<file path="config.mk">
export PLATFORM = sky130hd
export DESIGN_NAME = sam_record_field_parser
export DESIGN_NICKNAME = d
export VERILOG_FILES = /design/src/rtl/srfp_pkg.sv /design/src/rtl/srfp_front.sv /design/src/rtl/srfp_fifo.sv /design/src/rtl/srfp_back.sv /design/src/rtl/sam_record_field_parser.sv
export SDC_FILE = /design/constraint.sdc
export NUM_CORES = 1
export LEC_CHECK = 0
export BUFFER_PORTS_ARGS = -buffer_cell sky130_fd_sc_hd__buf_2
export CAP_MARGIN = 20
export CORE_MARGIN = 3
export CORE_UTILIZATION = 60
export DETAILED_ROUTE_END_ITERATION = 16
export GPL_ROUTABILITY_DRIVEN = 0
export MAX_ROUTING_LAYER = met4
export PLACE_DENSITY = 0.8
export SYNTH_ARGS = -nofsm -noshare
export SYNTH_HDL_FRONTEND = slang
export SYNTH_SLANG_ARGS = --single-unit
</file>
<file path="constraint.sdc">
create_clock -name clk_i -period 14.15 [get_ports clk_i]
set_input_delay 1.415 -clock clk_i [delete_from_list [all_inputs] [get_ports clk_i]]
set_output_delay 1.415 -clock clk_i [all_outputs]
set_load 0.01 [all_outputs]
</file>
<file path="src/rtl/srfp_pkg.sv">
// Shared types, character codes and field slot lookups for the SAM record field parser.
`timescale 1ns / 1ps
package srfp_pkg;

  localparam int MaxLineDefault = 4096;
  localparam int MaxFields      = 12;
  localparam int OffW           = 12;
  localparam int FidxW          = 4;
  localparam int NumW           = 32;
  localparam int NumSlots       = 5;
  localparam int OffSlots       = 6;

  localparam logic [7:0] CHAR_TAB   = 8'h09;
  localparam logic [7:0] CHAR_LF    = 8'h0A;
  localparam logic [7:0] CHAR_VT    = 8'h0B;
  localparam logic [7:0] CHAR_FF    = 8'h0C;
  localparam logic [7:0] CHAR_CR    = 8'h0D;
  localparam logic [7:0] CHAR_SPACE = 8'h20;
  localparam logic [7:0] CHAR_PLUS  = 8'h2B;
  localparam logic [7:0] CHAR_MINUS = 8'h2D;
  localparam logic [7:0] CHAR_ZERO  = 8'h30;
  localparam logic [7:0] CHAR_NINE  = 8'h39;

  localparam logic [2:0] KIND_OTHER = 3'd0;
  localparam logic [2:0] KIND_SEP   = 3'd1;
  localparam logic [2:0] KIND_SPACE = 3'd2;
  localparam logic [2:0] KIND_SIGN  = 3'd3;
  localparam logic [2:0] KIND_DIGIT = 3'd4;

  typedef struct packed {
    logic             active;
    logic [2:0]       kind;
    logic             neg;
    logic [3:0]       digit;
    logic [FidxW-1:0] fidx;
    logic [OffW-1:0]  next_off;
    logic [OffW-1:0]  kept_len;
    logic             last;
  } token_t;

  typedef struct packed {
    logic             hit;
    logic [2:0]       idx;
  } slot_t;

  typedef struct packed {
    logic [FidxW-1:0] field_count;
    logic [OffW-1:0]  optional_start;
    logic [OffW-1:0]  quality_start;
    logic [OffW-1:0]  sequence_start;
    logic [OffW-1:0]  mate_refname_start;
    logic [OffW-1:0]  cigar_start;
    logic [OffW-1:0]  refname_start;
    logic [31:0]      template_length;
    logic [31:0]      mate_position;
    logic [7:0]       map_quality;
    logic [31:0]      position;
    logic [15:0]      flag_value;
  } result_t;

  function automatic slot_t num_slot(input logic [FidxW-1:0] f);
    slot_t s;
    s = '{hit: 1'b1, idx: 3'd0};
    case (f)
      4'd2: s.idx = 3'd0;
      4'd4: s.idx = 3'd1;
      4'd5: s.idx = 3'd2;
      4'd8: s.idx = 3'd3;
      4'd9: s.idx = 3'd4;
      default: s.hit = 1'b0;
    endcase
    return s;
  endfunction

  function automatic slot_t off_slot(input logic [FidxW-1:0] f);
    slot_t s;
    s = '{hit: 1'b1, idx: 3'd0};
    case (f)
      4'd3:  s.idx = 3'd0;
      4'd6:  s.idx = 3'd1;
      4'd7:  s.idx = 3'd2;
      4'd10: s.idx = 3'd3;
      4'd11: s.idx = 3'd4;
      4'd12: s.idx = 3'd5;
      default: s.hit = 1'b0;
    endcase
    return s;
  endfunction

endpackage

</file>
<file path="src/rtl/srfp_front.sv">
// Front end: tracks byte offset, field index and kept length, and classifies each byte.
`timescale 1ns / 1ps
module srfp_front import srfp_pkg::*; #(
  parameter int MaxLine = MaxLineDefault
) (
  input  logic       clk_i,
  input  logic       rst_ni,
  input  logic [7:0] byte_i,
  input  logic       last_i,
  input  logic       valid_i,
  output logic       ready_o,
  input  logic       full_i,
  output logic       push_o,
  output token_t     token_o
);

  localparam int OW = $clog2(MaxLine);

  logic [OW-1:0]    offset_q, offset_d, off_inc;
  logic [FidxW-1:0] fidx_q, fidx_d;
  logic [OffW-1:0]  kept_q, kept_d;
  logic             active, sep, keep, accept;
  logic [2:0]       kind;

  assign off_inc = offset_q + 1'b1;
  assign active  = offset_q < OW'(MaxLine - 1);
  assign sep     = active && (byte_i == CHAR_TAB) && (fidx_q < FidxW'(MaxFields));
  assign keep    = ((byte_i != CHAR_CR) && (byte_i != CHAR_LF)) || (offset_q == '0);

  always_comb begin
    if (sep) begin
      kind = KIND_SEP;
    end else if ((byte_i == CHAR_SPACE) || (byte_i == CHAR_CR) || (byte_i == CHAR_LF) ||
                 (byte_i == CHAR_VT) || (byte_i == CHAR_FF)) begin
      kind = KIND_SPACE;
    end else if ((byte_i == CHAR_PLUS) || (byte_i == CHAR_MINUS)) begin
      kind = KIND_SIGN;
    end else if ((byte_i >= CHAR_ZERO) && (byte_i <= CHAR_NINE)) begin
      kind = KIND_DIGIT;
    end else begin
      kind = KIND_OTHER;
    end
  end

  assign kept_d = (active && keep) ? OffW'(off_inc) : kept_q;

  assign token_o = '{
    active:   active,
    kind:     kind,
    neg:      (byte_i == CHAR_MINUS),
    digit:    4'(byte_i - CHAR_ZERO),
    fidx:     fidx_q,
    next_off: OffW'(off_inc),
    kept_len: kept_d,
    last:     last_i
  };

  assign ready_o = !full_i;
  assign accept  = valid_i && ready_o;
  assign push_o  = accept;

  always_comb begin
    offset_d = offset_q;
    fidx_d   = fidx_q;
    if (last_i) begin
      offset_d = '0;
      fidx_d   = FidxW'(1);
    end else if (active) begin
      offset_d = off_inc;
      fidx_d   = sep ? fidx_q + 1'b1 : fidx_q;
    end
  end

  always_ff @(posedge clk_i or negedge rst_ni) begin
    if (!rst_ni) begin
      offset_q <= '0;
      fidx_q   <= FidxW'(1);
      kept_q   <= '0;
    end else if (accept) begin
      offset_q <= offset_d;
      fidx_q   <= fidx_d;
      kept_q   <= last_i ? '0 : kept_d;
    end
  end

endmodule

</file>
<file path="src/rtl/srfp_fifo.sv">
// Two-entry token queue between the front end and the back end.
`timescale 1ns / 1ps
module srfp_fifo import srfp_pkg::*; (
  input  logic   clk_i,
  input  logic   rst_ni,
  input  logic   push_i,
  input  token_t data_i,
  output logic   full_o,
  input  logic   pop_i,
  output logic   empty_o,
  output token_t data_o
);

  token_t     mem_q [2];
  logic       wr_ptr_q, rd_ptr_q;
  logic [1:0] count_q;

  assign full_o  = count_q == 2'd2;
  assign empty_o = count_q == 2'd0;
  assign data_o  = mem_q[rd_ptr_q];

  always_ff @(posedge clk_i) begin
    if (push_i) begin
      mem_q[wr_ptr_q] <= data_i;
    end
  end

  always_ff @(posedge clk_i or negedge rst_ni) begin
    if (!rst_ni) begin
      wr_ptr_q <= 1'b0;
      rd_ptr_q <= 1'b0;
      count_q  <= 2'd0;
    end else begin
      if (push_i) begin
        wr_ptr_q <= !wr_ptr_q;
      end
      if (pop_i) begin
        rd_ptr_q <= !rd_ptr_q;
      end
      case ({push_i, pop_i})
        2'b10:   count_q <= count_q + 2'd1;
        2'b01:   count_q <= count_q - 2'd1;
        default: count_q <= count_q;
      endcase
    end
  end

endmodule

</file>
<file path="src/rtl/srfp_back.sv">
// Back end: number parsing, field bookkeeping and the registered result.
`timescale 1ns / 1ps
module srfp_back import srfp_pkg::*; (
  input  logic    clk_i,
  input  logic    rst_ni,
  input  token_t  token_i,
  input  logic    empty_i,
  output logic    pop_o,
  output logic    valid_o,
  input  logic    ready_i,
  output result_t result_o
);

  localparam logic [1:0] PH_SKIP   = 2'd0;
  localparam logic [1:0] PH_DIGITS = 2'd1;
  localparam logic [1:0] PH_DONE   = 2'd2;

  logic [NumW-1:0]  acc_q, acc_d;
  logic [1:0]       phase_q, phase_d;
  logic             neg_q, neg_d;
  logic [NumW-1:0]  nums_q [NumSlots];
  logic [NumW-1:0]  nums_d [NumSlots];
  logic [NumW-1:0]  nums_fin [NumSlots];
  logic [OffW-1:0]  offs_q [OffSlots];
  logic [OffW-1:0]  offs_d [OffSlots];
  logic [FidxW-1:0] fidx_after;
  logic [OffW-1:0]  opt;
  logic [NumW-1:0]  acc_ten;
  logic             valid_q, out_free, is_sep;
  slot_t            ns_cur, ns_after, os_next;
  result_t          result_d, result_q;

  assign out_free = !valid_q || ready_i;
  assign pop_o    = !empty_i && (out_free || !token_i.last);
  assign is_sep   = token_i.active && (token_i.kind == KIND_SEP);
  assign fidx_after = is_sep ? token_i.fidx + 1'b1 : token_i.fidx;
  assign ns_cur   = num_slot(token_i.fidx);
  assign ns_after = num_slot(fidx_after);
  assign os_next  = off_slot(token_i.fidx + 1'b1);
  assign acc_ten  = {acc_q[NumW-4:0], 3'b000} + {acc_q[NumW-2:0], 1'b0};

  always_comb begin
    acc_d   = acc_q;
    phase_d = phase_q;
    neg_d   = neg_q;
    nums_d  = nums_q;
    offs_d  = offs_q;
    if (is_sep) begin
      if (ns_cur.hit) begin
        nums_d[ns_cur.idx] = neg_q ? (NumW'(0) - acc_q) : acc_q;
      end
      if (os_next.hit) begin
        offs_d[os_next.idx] = token_i.next_off;
      end
      acc_d   = '0;
      phase_d = PH_SKIP;
      neg_d   = 1'b0;
    end else if (token_i.active && ns_cur.hit) begin
      case (phase_q)
        PH_SKIP: begin
          case (token_i.kind)
            KIND_SPACE: phase_d = PH_SKIP;
            KIND_SIGN: begin
              neg_d   = token_i.neg;
              phase_d = PH_DIGITS;
            end
            KIND_DIGIT: begin
              acc_d   = NumW'(token_i.digit);
              phase_d = PH_DIGITS;
            end
            default: phase_d = PH_DONE;
          endcase
        end
        PH_DIGITS: begin
          if (token_i.kind == KIND_DIGIT) begin
            acc_d = acc_ten + NumW'(token_i.digit);
          end else begin
            phase_d = PH_DONE;
          end
        end
        default: phase_d = phase_q;
      endcase
    end
  end

  always_comb begin
    nums_fin = nums_d;
    if (ns_after.hit) begin
      nums_fin[ns_after.idx] = neg_d ? (NumW'(0) - acc_d) : acc_d;
    end
    if (fidx_after >= FidxW'(MaxFields)) begin
      opt = offs_d[5];
    end else if (fidx_after == FidxW'(MaxFields - 1)) begin
      opt = token_i.kept_len;
    end else begin
      opt = '0;
    end
    result_d.flag_value         = nums_fin[0][15:0];
    result_d.position           = nums_fin[1];
    result_d.map_quality        = nums_fin[2][7:0];
    result_d.mate_position      = nums_fin[3];
    result_d.template_length    = nums_fin[4];
    result_d.refname_start      = offs_d[0];
    result_d.cigar_start        = offs_d[1];
    result_d.mate_refname_start = offs_d[2];
    result_d.sequence_start     = offs_d[3];
    result_d.quality_start      = offs_d[4];
    result_d.optional_start     = opt;
    result_d.field_count        = fidx_after;
  end

  always_ff @(posedge clk_i) begin
    if (pop_o && token_i.last) begin
      result_q <= result_d;
    end
  end

  always_ff @(posedge clk_i or negedge rst_ni) begin
    if (!rst_ni) begin
      acc_q   <= '0;
      phase_q <= PH_SKIP;
      neg_q   <= 1'b0;
      valid_q <= 1'b0;
      for (int i = 0; i < NumSlots; i++) begin
        nums_q[i] <= '0;
      end
      for (int i = 0; i < OffSlots; i++) begin
        offs_q[i] <= '0;
      end
    end else begin
      if (pop_o && token_i.last) begin
        valid_q <= 1'b1;
      end else if (ready_i) begin
        valid_q <= 1'b0;
      end
      if (pop_o) begin
        if (token_i.last) begin
          acc_q   <= '0;
          phase_q <= PH_SKIP;
          neg_q   <= 1'b0;
          for (int i = 0; i < NumSlots; i++) begin
            nums_q[i] <= '0;
          end
          for (int i = 0; i < OffSlots; i++) begin
            offs_q[i] <= '0;
          end
        end else begin
          acc_q   <= acc_d;
          phase_q <= phase_d;
          neg_q   <= neg_d;
          nums_q  <= nums_d;
          offs_q  <= offs_d;
        end
      end
    end
  end

  assign valid_o  = valid_q;
  assign result_o = result_q;

endmodule

</file>
<file path="src/rtl/sam_record_field_parser.sv">
// Top level of the SAM alignment record field parser.
// Accepts one line byte per cycle while the token queue is not full; the single multiply-add
// by ten in the back end sets this rate; results are held in the output register.
// A waiting output result holds the next line's last byte in the queue, which can then fill.
// Reset is asynchronous and active low; it clears all per-line state at once.
`timescale 1ns / 1ps
module sam_record_field_parser import srfp_pkg::*; #(
  parameter int MaxLine = MaxLineDefault
) (
  input  logic         clk_i,
  input  logic         rst_ni,
  input  logic         s_axis_tvalid,
  output logic         s_axis_tready,
  input  logic [7:0]   s_axis_tdata,   // byte_in
  input  logic         s_axis_tlast,
  output logic         m_axis_tvalid,
  input  logic         m_axis_tready,
  // flag_value, position, map_quality, mate_position, template_length, refname_start,
  // cigar_start, mate_refname_start, sequence_start, quality_start, optional_start,
  // field_count, then four zero bits.
  output logic [199:0] m_axis_tdata
);

  token_t  push_tok, pop_tok;
  logic    push, full, pop, empty;
  result_t result;

  srfp_front #(.MaxLine(MaxLine)) u_front (
    .clk_i   (clk_i),
    .rst_ni  (rst_ni),
    .byte_i  (s_axis_tdata),
    .last_i  (s_axis_tlast),
    .valid_i (s_axis_tvalid),
    .ready_o (s_axis_tready),
    .full_i  (full),
    .push_o  (push),
    .token_o (push_tok)
  );

  srfp_fifo u_fifo (
    .clk_i   (clk_i),
    .rst_ni  (rst_ni),
    .push_i  (push),
    .data_i  (push_tok),
    .full_o  (full),
    .pop_i   (pop),
    .empty_o (empty),
    .data_o  (pop_tok)
  );

  srfp_back u_back (
    .clk_i    (clk_i),
    .rst_ni   (rst_ni),
    .token_i  (pop_tok),
    .empty_i  (empty),
    .pop_o    (pop),
    .valid_o  (m_axis_tvalid),
    .ready_i  (m_axis_tready),
    .result_o (result)
  );

  assign m_axis_tdata = {4'b0000, result.field_count, result.optional_start,
                         result.quality_start, result.sequence_start,
                         result.mate_refname_start, result.cigar_start,
                         result.refname_start, result.template_length,
                         result.mate_position, result.map_quality,
                         result.position, result.flag_value};

endmodule
</file>
### After elaboration in Yosys (flattened, before gate mapping)

Memory sizes are Yosys's and may differ from the RTL's.
Cells that the tools add are included.

* $add $sub $neg: 10
* order comparisons: 11
* equal/unequal tests: 36
* mux-type cells: 60
* bitwise gates (word level): 3
* reductions and logical operators: 43

Operators by type and width (count)
* 160-bit 2-to-1 mux: 3
* 160-bit bitwise mux: 2
* 32-bit 2-to-1 mux: 9
* 72-bit 2-to-1 mux: 3
* 32-bit demux with 3-bit select: 2
* 144-bit 2-to-1 mux: 1
* 12-bit 2-to-1 mux: 7
* 72-bit bitwise mux: 1
* 32-bit one-hot mux with 2 select lines: 1
* 1-bit by 32-bit subtractor with 32-bit output, first input constant: 2
* 8-bit by 4-bit == test with 1-bit output, second input constant: 5
* 12-bit demux with 3-bit select: 1
* 32-bit adder: 1
* 32-bit by 4-bit adder with 32-bit output: 1
* 4-bit == test, second input constant: 8
* 4-bit by 3-bit == test with 1-bit output, second input constant: 6
* 8-bit by 6-bit == test with 1-bit output, second input constant: 3
* 3-bit one-hot mux with 4 select lines: 2
* 4-bit greater-or-equal comparator, second input constant: 4
* 4-bit 2-to-1 mux: 4
* 8-bit by 4-bit != test with 1-bit output, second input constant: 2
* 3-bit one-hot mux with 5 select lines: 1
* 1-bit logical AND: 13
* 12-bit by 1-bit adder with 12-bit output, second input constant: 1
* other kinds (34): 80

* register bits after elaboration: 496
* bits in writable memories: 76
* input port bits: 13
* output and inout port bits: 202
* logic and storage cells: 197
* memories: 1

Memories
* u_fifo.mem_q: depth 2, width 38, rd ports 1, clocked after memory_dff 0, wr ports 1, line srfp_fifo.sv:14 `token_t mem_q [2];`

### Logic depth before layout (Yosys ltp)

Gate-level depths: netlist of the first run.
An unclocked memory read counts as a cell.

* word-level depth: 13
* gate-level depth with buffers: 21
* mapped depth without buffers: 19

### Cells and area by module

A second synthesis of the first run with hierarchy kept.

* cells, all modules: 2443
* area total of the unflattened synthesis: 26770.7 um^2

By module, submodules not included
* srfp_back: times used 1, cells each 2089, area an instance 21864.7 um^2, seq. area each 11591.1 um^2
* srfp_fifo: times used 1, cells each 134, area an instance 2972.9 um^2, seq. area each 2382.3 um^2
* srfp_front: times used 1, cells each 215, area an instance 1899.3 um^2, seq. area each 701.9 um^2
* sam_record_field_parser: times used 1, cells each 5, area an instance 33.8 um^2, seq. area each 0.0 um^2

### Least setup slack after synthesis of the first run

OpenSTA, ideal clock, no wires.

* path kind: input -> register
* start: input port m_axis_tready
* end: register u_back.result_q, in the netlist u_back.result_o[0] (enable)
* setup time: 756 ps
* data arrival time: 10257 ps
* required time: 13394 ps
* slack: 3136 ps
* stages: 5
* buffers on the path: 2
* path through: nand2b_1 > o22ai_1 > clkbuf_1 > clkbuf_1 > nor2_1

* cells in the longest elaborated chain, start to end: 4

Ends and longest elaborated chain
* start: declaration: line sam_record_field_parser.sv:17 `input logic m_axis_tready,`
* 1-bit logical OR: line srfp_back.sv:33 `assign out_free = !valid_q || ready_i;`
* 1-bit logical OR: line srfp_back.sv:34 `assign pop_o = !empty_i && (out_free || !token_i.last);`
* 1-bit logical AND: line srfp_back.sv:34
* 1-bit logical AND: line srfp_back.sv:113 `if (pop_o && token_i.last) begin`
* end signal: assignment: line srfp_back.sv:114 `result_q <= result_d;`
* end: declaration: line srfp_back.sv:31 `result_t result_d, result_q;`

Every way passes these cells.
A chain may end at the register's enable or synchronous reset.

==> run_results.csv, run 1 <==
group,metric,value,unit
clocking,cts-root-buf,"clkbuf_16",
run,drv_cap,0,
logic_synthesis,synth_ff_type,"edfxtp_1",
setup_path,worst-r2r-setup-slack,8.30,ns
global_route,track_usage,31.85,%
power,p_sw,2.033,mW
clocking,cts_setup_buffers,0,
logic_synthesis,synth_edf_count,272,
drt,ant_nets,0,
drt,routed-via-count,21340,
clocking,cts.sinks,532,
timing,final.setup.tns,0,ns
clocking,cts_buffers,51,
power,leakagePower,12.27,nW
logic_synthesis,syn-cell-area,26060,um^2
drt,firstDrtPassIters,8,
timing,min_period,5.850,ns
layout,fillers,3028,
power,p_seq_share,42.2,%
timing,skew,0.02380,ns
clocking,ctsHoldBuffers,0,
layout,drive_gt1_share,14.24,%
timing,slew_violations,0,
timing,fmax,171.0,MHz
timing,hold_violations,0,
placed_design,hpwl,48.94,mm
layout,final_cell_area,29470,um^2
floorplanning,start_util,61.45,%
global_route,grt_pass1_wl,113.7,mm
logic_synthesis,synth_area_leaders,"edfxtp_1 31%, dfrtp_1 25%, o21ai_0 6.6%",
drt,wl_per_cell,22.17,um
floorplanning,ioPinCount,215,
layout,multiInputGateArea,10780,um^2
power,power_frac_comb,31.6,%
logic_synthesis,synth_top_area_cell,"edfxtp_1",
floorplanning,die_h,214.4,um
setup_path,crit_type,"reg2reg",
power,switching_share,37.54,%
drt,dr.first_iter.drc_count,3110,
global_route,grt.overflow.total,0,
logic_synthesis,synth.avg_cell_area,10.36,um^2
logic_synthesis,synth-seq-area-share,56.30,%
clocking,cts_htree_levels,2,
clocking,cts_resized,0,
floorplanning,die_x,214.4,um
layout,nets,2751,
placed_design,placed_area,27620,um^2
worst_hold_path,hp-class,"reg2reg",
global_route,grt_pass1_vias,20180,
logic_synthesis,yosys_register_bits,532,
timing,min_period_over_period,41.34,%
power,clkPwrFrac,26.2,%
clocking,cts_tree,"built",
power,powerDensity,183.8,nW/um^2
timing,setup_viol,0,
drt,post-route-drc-count,0,
drt,wl,72.93,mm
layout,area_growth,13.07,%
timing,max_slew.worst_pin.slew,1.189,ns
setup_path,crit_required,14.47,ns
timing,grt_setup_unrepaired,"false",
setup_path,startpoint_type,"flip-flop",
floorplanning,row_count,75,
setup_path,critPathCaptureType,"flip-flop",
power,p_int,3.383,mW
outcome,status,"finished clean",
clocking,clk_pin_slew,0.07,ns
logic_synthesis,yosysWarnings,0,
clocking,clkLatencyLatePin,0.61,ns
timing,maxSlewHeadroom,20.44,%
power,ir_drop,0.1817,mV
floorplanning,die-area,45980,um^2
logic_synthesis,synth_top_area_share,31.34,%
setup_path,cp_max_fo,10,
global_route,grt_max_degree,166,
layout,final_util,69.48,%
logic_synthesis,synthArstFlopShare,48.87,%
placed_design,port_buffers,210,
drt,via_per_inst,6.485,
floorplanning,design.core.area,42420,um^2
logic_synthesis,yosysUniqueCellTypes,79,
clocking,clk_path_buf_depth,3,
global_route,grt_antenna_before_repair,3,
layout,seq_area,14680,um^2
logic_synthesis,synth_cells,2515,
setup_path,arrival,6.17,ns
-- worst paths after layout --
| kind | startpoint | to | depth (start not counted) |
|---|---|---|---|
| setup / recovery | u_back.acc_q[0]$_DFFE_PN0P_ | u_back.result_o[45]$_DFFE_PP_ | 15 |
| hold / removal | u_back.nums_q[21]$_DFFE_PN0P_ | u_back.nums_q[21]$_DFFE_PN0P_ | 2 |
| setup reg to reg | u_back.acc_q[0]$_DFFE_PN0P_ | u_back.result_o[45]$_DFFE_PP_ | 15 |
| hold reg to reg | u_back.nums_q[21]$_DFFE_PN0P_ | u_back.nums_q[21]$_DFFE_PN0P_ | 2 |
| max in group asynchronous | rst_ni | u_back.nums_q[17]$_DFFE_PN0P_ | 2 |
| min in group asynchronous | rst_ni | u_front.kept_q[4]$_DFFE_PN0P_ | 1 |
-- cell usage after synthesis (16+ instances only) --
library cell and number:
ha_1 69, nand2_1 371, a21oi_1 190, nand3_1 23
clkbuf_1 131, mux2_2 16, a22o_1 97, xor2_1 55
edfxtp_1 272, inv_1 31, a21o_1 17, dfrtp_1 259
nand2b_1 19, o211ai_1 40, o22ai_1 19, or3_1 20
xnor2_1 36, mux2i_1 38, o21ai_0 343, a211oi_1 32
nor2_1 191, nor3_1 24, o31ai_1 19
-- sequential cells by signal, summed over array words and instances, names as in the netlist --
| register | count |
|---|---|
| u_back.phase_q | 2 |
| u_back.nums_q | 120 |
| u_back.valid_o | 1 |
| u_fifo.count_q | 2 |
| u_fifo.rd_ptr_q | 1 |
| u_back.result_o | 196 |
| u_fifo.mem_q | 76 |
| u_back.neg_q | 1 |
| u_front.fidx_q | 4 |
| u_back.offs_q | 72 |
| u_fifo.wr_ptr_q | 1 |
| u_front.kept_q | 12 |
| u_back.acc_q | 32 |
| u_front.offset_q | 12 |
-- kinds of logic (layout without fill, tap and decap cells) --
group / after synthesis / after routing / share of synthesized area, %
simple gates: 738 / 738 / 12.42
compound gates: 845 / 845 / 19.85
other cells: 1 / 7 / 0.01439
flops: 532 / 532 / 56.30
buf+inv: 183 / 375 / 2.736
mux: 54 / 54 / 2.151
fa+ha+maj: 71 / 71 / 3.466
xor+xnor: 91 / 91 / 3.058
-- metrics by stage --
step                      std cells  hold slack (ns)  worst slack (ns)  power (mW)
after detailed placement       3184           0.4703             8.542       3.975
after global placement         3182           0.4598             8.640       3.916
after global routing           3290           0.5035             7.951       5.621
after CTS                      3280           0.4844             8.517       5.383
final                          3290           0.4832             8.300       5.416
after floorplan                2518           0.4492             3.136       3.326
-- cell type report --
| cell class | count | area share, % |
|---|---|---|
| Inverter | 33 | 0.4203 |
| Clock buffer | 66 | 4.972 |
| Antenna cell | 3 | 0.02547 |
| Multi-Input combinational cell | 1803 | 36.57 |
| Clock inverter | 30 | 0.9850 |
| Timing Repair Buffer | 246 | 4.776 |
| Sequential cell | 532 | 49.80 |
| Tap cell | 577 | 2.450 |
-- critical path, cell delays in order (launching register included) --
cell       delay [ns]
dfrtp_1          0.51
clkinv_1         0.38
fa_1             0.65
inv_1            0.08
fa_1             0.46
a211oi_2         0.35
o21ai_2          0.14
a21oi_1          0.48
a2111oi_0        0.24
nor3_1           0.18
nor3b_1          0.09
a2111oi_0        0.72
nand2_1          0.31
o41ai_2          0.44
xor2_1           0.40
a21oi_1          0.13
-- power groups by stage --
stage | Clock [mW] | Combinational [mW] | Sequential [mW]
final | 1.42 | 1.71 | 2.28
after global routing | 1.49 | 1.82 | 2.31
after CTS | 1.43 | 1.68 | 2.28
after detailed placement | 0 | 1.67 | 2.31
after global placement | 0 | 1.62 | 2.30
after floorplan | 0 | 0.879 | 2.45
-- layer usage --
metal | part of all wire, % | track usage, %
met2 | 44 | 46.66
met4 | 3.2 | 9.492
met1 | 41 | 45.70
met3 | 11 | 6.221
met5 | 0 | -
-- cells in the final DEF (no fill, tap or decap), types with 40 or more instances in the layout --
cell type  netlist  routed
edfxtp_1       272     272
xor2_1          55      55
dfrtp_1        259     258
o21ai_0        343     342
o211ai_1        40      40
nand2_1        371     371
a22o_1          97      97
a21oi_1        190     190
ha_1            69      69
nor2_1         191     186
buf_2            6     209
clkbuf_16        0      53
(Power assumes the default switching activity.)
==> run 2: changes to the inputs <==
- CORE_UTILIZATION: 60 -> 55
- PLACE_DENSITY: 0.8 -> 0.77
- clock period: 14.15 -> 4.8 ns (I/O delays scaled with it)
==> run 2 against run 1 <==
  * Worst setup slack got worse by 8.1 ns
  * Sequential cell count did not move
  * Routed wire length rose by 3.2%
  * Sequential power grew to 2.9 times the previous value
  * Clock skew fell by 0.0020 ns
  * Cell count up 3.2%
  * Die area up 8.8%
  * Design area up 2.1%
  * Worst hold slack worse by 0.29 ns
  * Critical endpoint unchanged
  * First-iteration DRC count is 3.5% lower
  * Highest routed layer unchanged
  * Core utilization decreased by 5.0 points
  * Combinational power increased to 3.1 times the previous value
==> run_results.csv, run 2 (synthesized netlist as in run 1, its figures left out) <==
group,metric,value,unit
outcome,status,"finished clean",
drt,wl,75.30,mm
setup_path,rr_worst_depth,16,
setup_path,arrival,4.93,ns
global_route,grt_antenna_before_repair,0,
timing,setup_viol,0,
layout,area_growth,15.48,%
setup_path,crit_type,"reg2reg",
global_route,grt_max_degree,107,
timing,slew_violations,0,
drt,ant_nets,0,
setup_path,crit_end,"u_back.result_o[45]$_DFFE_PP_",
global_route,grt_pass1_wl,116.9,mm
timing,hold_violations,0,
setup_path,cp_max_fo,5,
layout,nets,2827,
drt,wl_per_cell,22.18,um
layout,fillers,3481,
drt,via_per_inst,6.387,
setup_path,worst-r2r-setup-slack,0.19,ns
setup_path,crit_required,5.12,ns
floorplanning,die-area,50040,um^2
timing,fmax,216.9,MHz
power,ir_drop,0.4886,mV
clocking,cts-root-buf,"clkbuf_16",
power,powerDensity,530.5,nW/um^2
setup_path,startpoint_type,"flip-flop",
timing,finalWorstSetupSlack,0.1902,ns
clocking,clkLatencyLatePin,0.60,ns
layout,multiInputGateArea,10910,um^2
timing,skew,0.02183,ns
timing,max_slew.worst_pin.slew,1.199,ns
floorplanning,row_count,79,
global_route,grt_pass1_vias,20520,
timing,min_period_over_period,96.04,%
run,drv_cap,0,
power,leakagePower,12.60,nW
setup_path,critPathLaunch,"u_fifo.rd_ptr_q$_DFFE_PN0P_",
drt,firstDrtPassIters,7,
floorplanning,start_util,55.87,%
layout,final_cell_area,30100,um^2
setup_path,max_stage_delay,0.45,ns
layout,largest_register_ffs,196,
placed_design,placed_cells,3285,
drt,routed-via-count,21680,
floorplanning,die_x,223.7,um
worst_hold_path,hp-class,"in2reg",
global_route,grt.overflow.total,0,
setup_path,critPathCaptureType,"flip-flop",
clocking,clk_path_buf_depth,3,
layout,drive_gt1_share,16.83,%
floorplanning,design.core.area,46650,um^2
clocking,cts_htree_levels,2,
placed_design,port_buffers,210,
placed_design,placed_area,28200,um^2
layout,mostFrequentLayoutCell,"nand2_1",
timing,min_period,4.610,ns
clocking,cts.sinks,532,
setup_path,r2r_start,"u_fifo.rd_ptr_q$_DFFE_PN0P_",
floorplanning,ioPinCount,215,
placed_design,hpwl,51.00,mm
layout,fin_cells,3394,
drt,post-route-drc-count,0,
setup_path,crit_slowest_cell,"fa_1",
global_route,track_usage,30.30,%
drt,dr.first_iter.drc_count,3000,
clocking,cts_buffers,51,
placed_design,place_ws,0.06473,ns
layout,most-common-layout-cells,"370 x nand2_1, 340 x o21ai_0, 272 x edfxtp_1, 258 x dfrtp_1, 210 x buf_2",
setup_path,crit_chain,"mux2i_2 > fa_1 > inv_1 > ha_1 > a21o_1 > nand4_2 > a2111oi_4 > or4_1 > a32o_1 > a221o_1 > nor4_4 > buf_4 > nand3_4 > o41ai_4 > xor2_1 > a21oi_1",
clocking,cts_tree,"built",
floorplanning,die_h,223.7,um
layout,seq_area,14680,um^2
layout,final_util,64.52,%
timing,maxSlewHeadroom,19.76,%
clocking,clk_pin_slew,0.07,ns
setup_path,rr_endpoint,"u_back.result_o[45]$_DFFE_PP_",
[run 2: cell types whose count changed in the layout (fill, tap and decap cells not counted), sizes merged]
| cell | before | now |
|---|---|---|
| buf | 244 | 321 |
| bufinv | 5 | 2 |
| clkinv | 23 | 26 |
| diode | 3 | 1 |
| inv | 34 | 32 |
| dlygate4sd3 | 0 | 1 |
[run 2: critical path: cells and delay by family, from the launching register on]
family          cells  cell delay, ns
xor+xnor            1            0.26
mux                 1            0.28
compound gates      6            1.41
fa+ha+maj           2            0.69
buf+inv             2            0.30
flops               1            0.42
simple gates        4            0.97
[run 2: worst min path at each step]
| stage | startpoint | to | slack [ns] | depth (start not counted) |
|---|---|---|---|---|
| 2_1_floorplan | rst_ni | u_back.acc_q[0]$_DFFE_PN0P_ | 0.18 | 0 |
| 3_3_place_gp | u_back.nums_q[64]$_DFFE_PN0P_ | u_back.nums_q[64]$_DFFE_PN0P_ | 0.46 | 2 |
| 3_5_place_dp | u_back.nums_q[5]$_DFFE_PN0P_ | u_back.nums_q[5]$_DFFE_PN0P_ | 0.47 | 2 |
| 4_1_cts | s_axis_tdata[0] | u_fifo.mem_q[1][29]$_DFFE_PP_ | 0.17 | 1 |
| 5_1_grt | s_axis_tdata[0] | u_fifo.mem_q[1][29]$_DFFE_PP_ | 0.19 | 1 |
| 6_report | s_axis_tdata[0] | u_fifo.mem_q[1][29]$_DFFE_PP_ | 0.19 | 1 |
[run 2: final cells by class]
class	count	share of cell area (%)
clock buffers	68	4.755
inverters	33	0.4115
repair buffers	322	6.539
diodes	1	0.008314
clock inverters	28	0.7565
well taps	607	2.523
flip-flops and latches	532	48.76
multi-input cells	1803	36.25
[run 2: what timing repair did]
item / in CTS / in global routing
gates resized for setup: 0 / 24
endpoints found under the hold margin: 97 / 0
setup endpoints to repair: 0 / 46
hold buffers: 1 / 0
buffers inserted: 0 / 9
[run 2: where the power goes]
part | switching (mW) | internal (mW) | leakage [nW]
clock | 1.75 | 2.21 | 0.816
combinational | 3.84 | 1.50 | 5.53
sequential | 0.484 | 6.19 | 6.25
[run 2: per-stage QoR]
stage                     hold slack (ns)  power (mW)  setup TNS (ns)
after global placement             0.4609       11.80               0
after global routing               0.1888       16.62       -0.005703
final                              0.1920       15.97               0
after CTS                          0.1701       15.89               0
after floorplan                    0.1844       9.668               0
after detailed placement           0.4699       11.93               0
[run 2: metal layers]
metal	global-route usage, %	vias to the layer above	wire (um)
met5	-	-	0
met3	5.019	194	8257
met1	43.29	10480	30470
met4	9.472	0	2514
li1	-	9660	-
met2	44.98	1341	34050
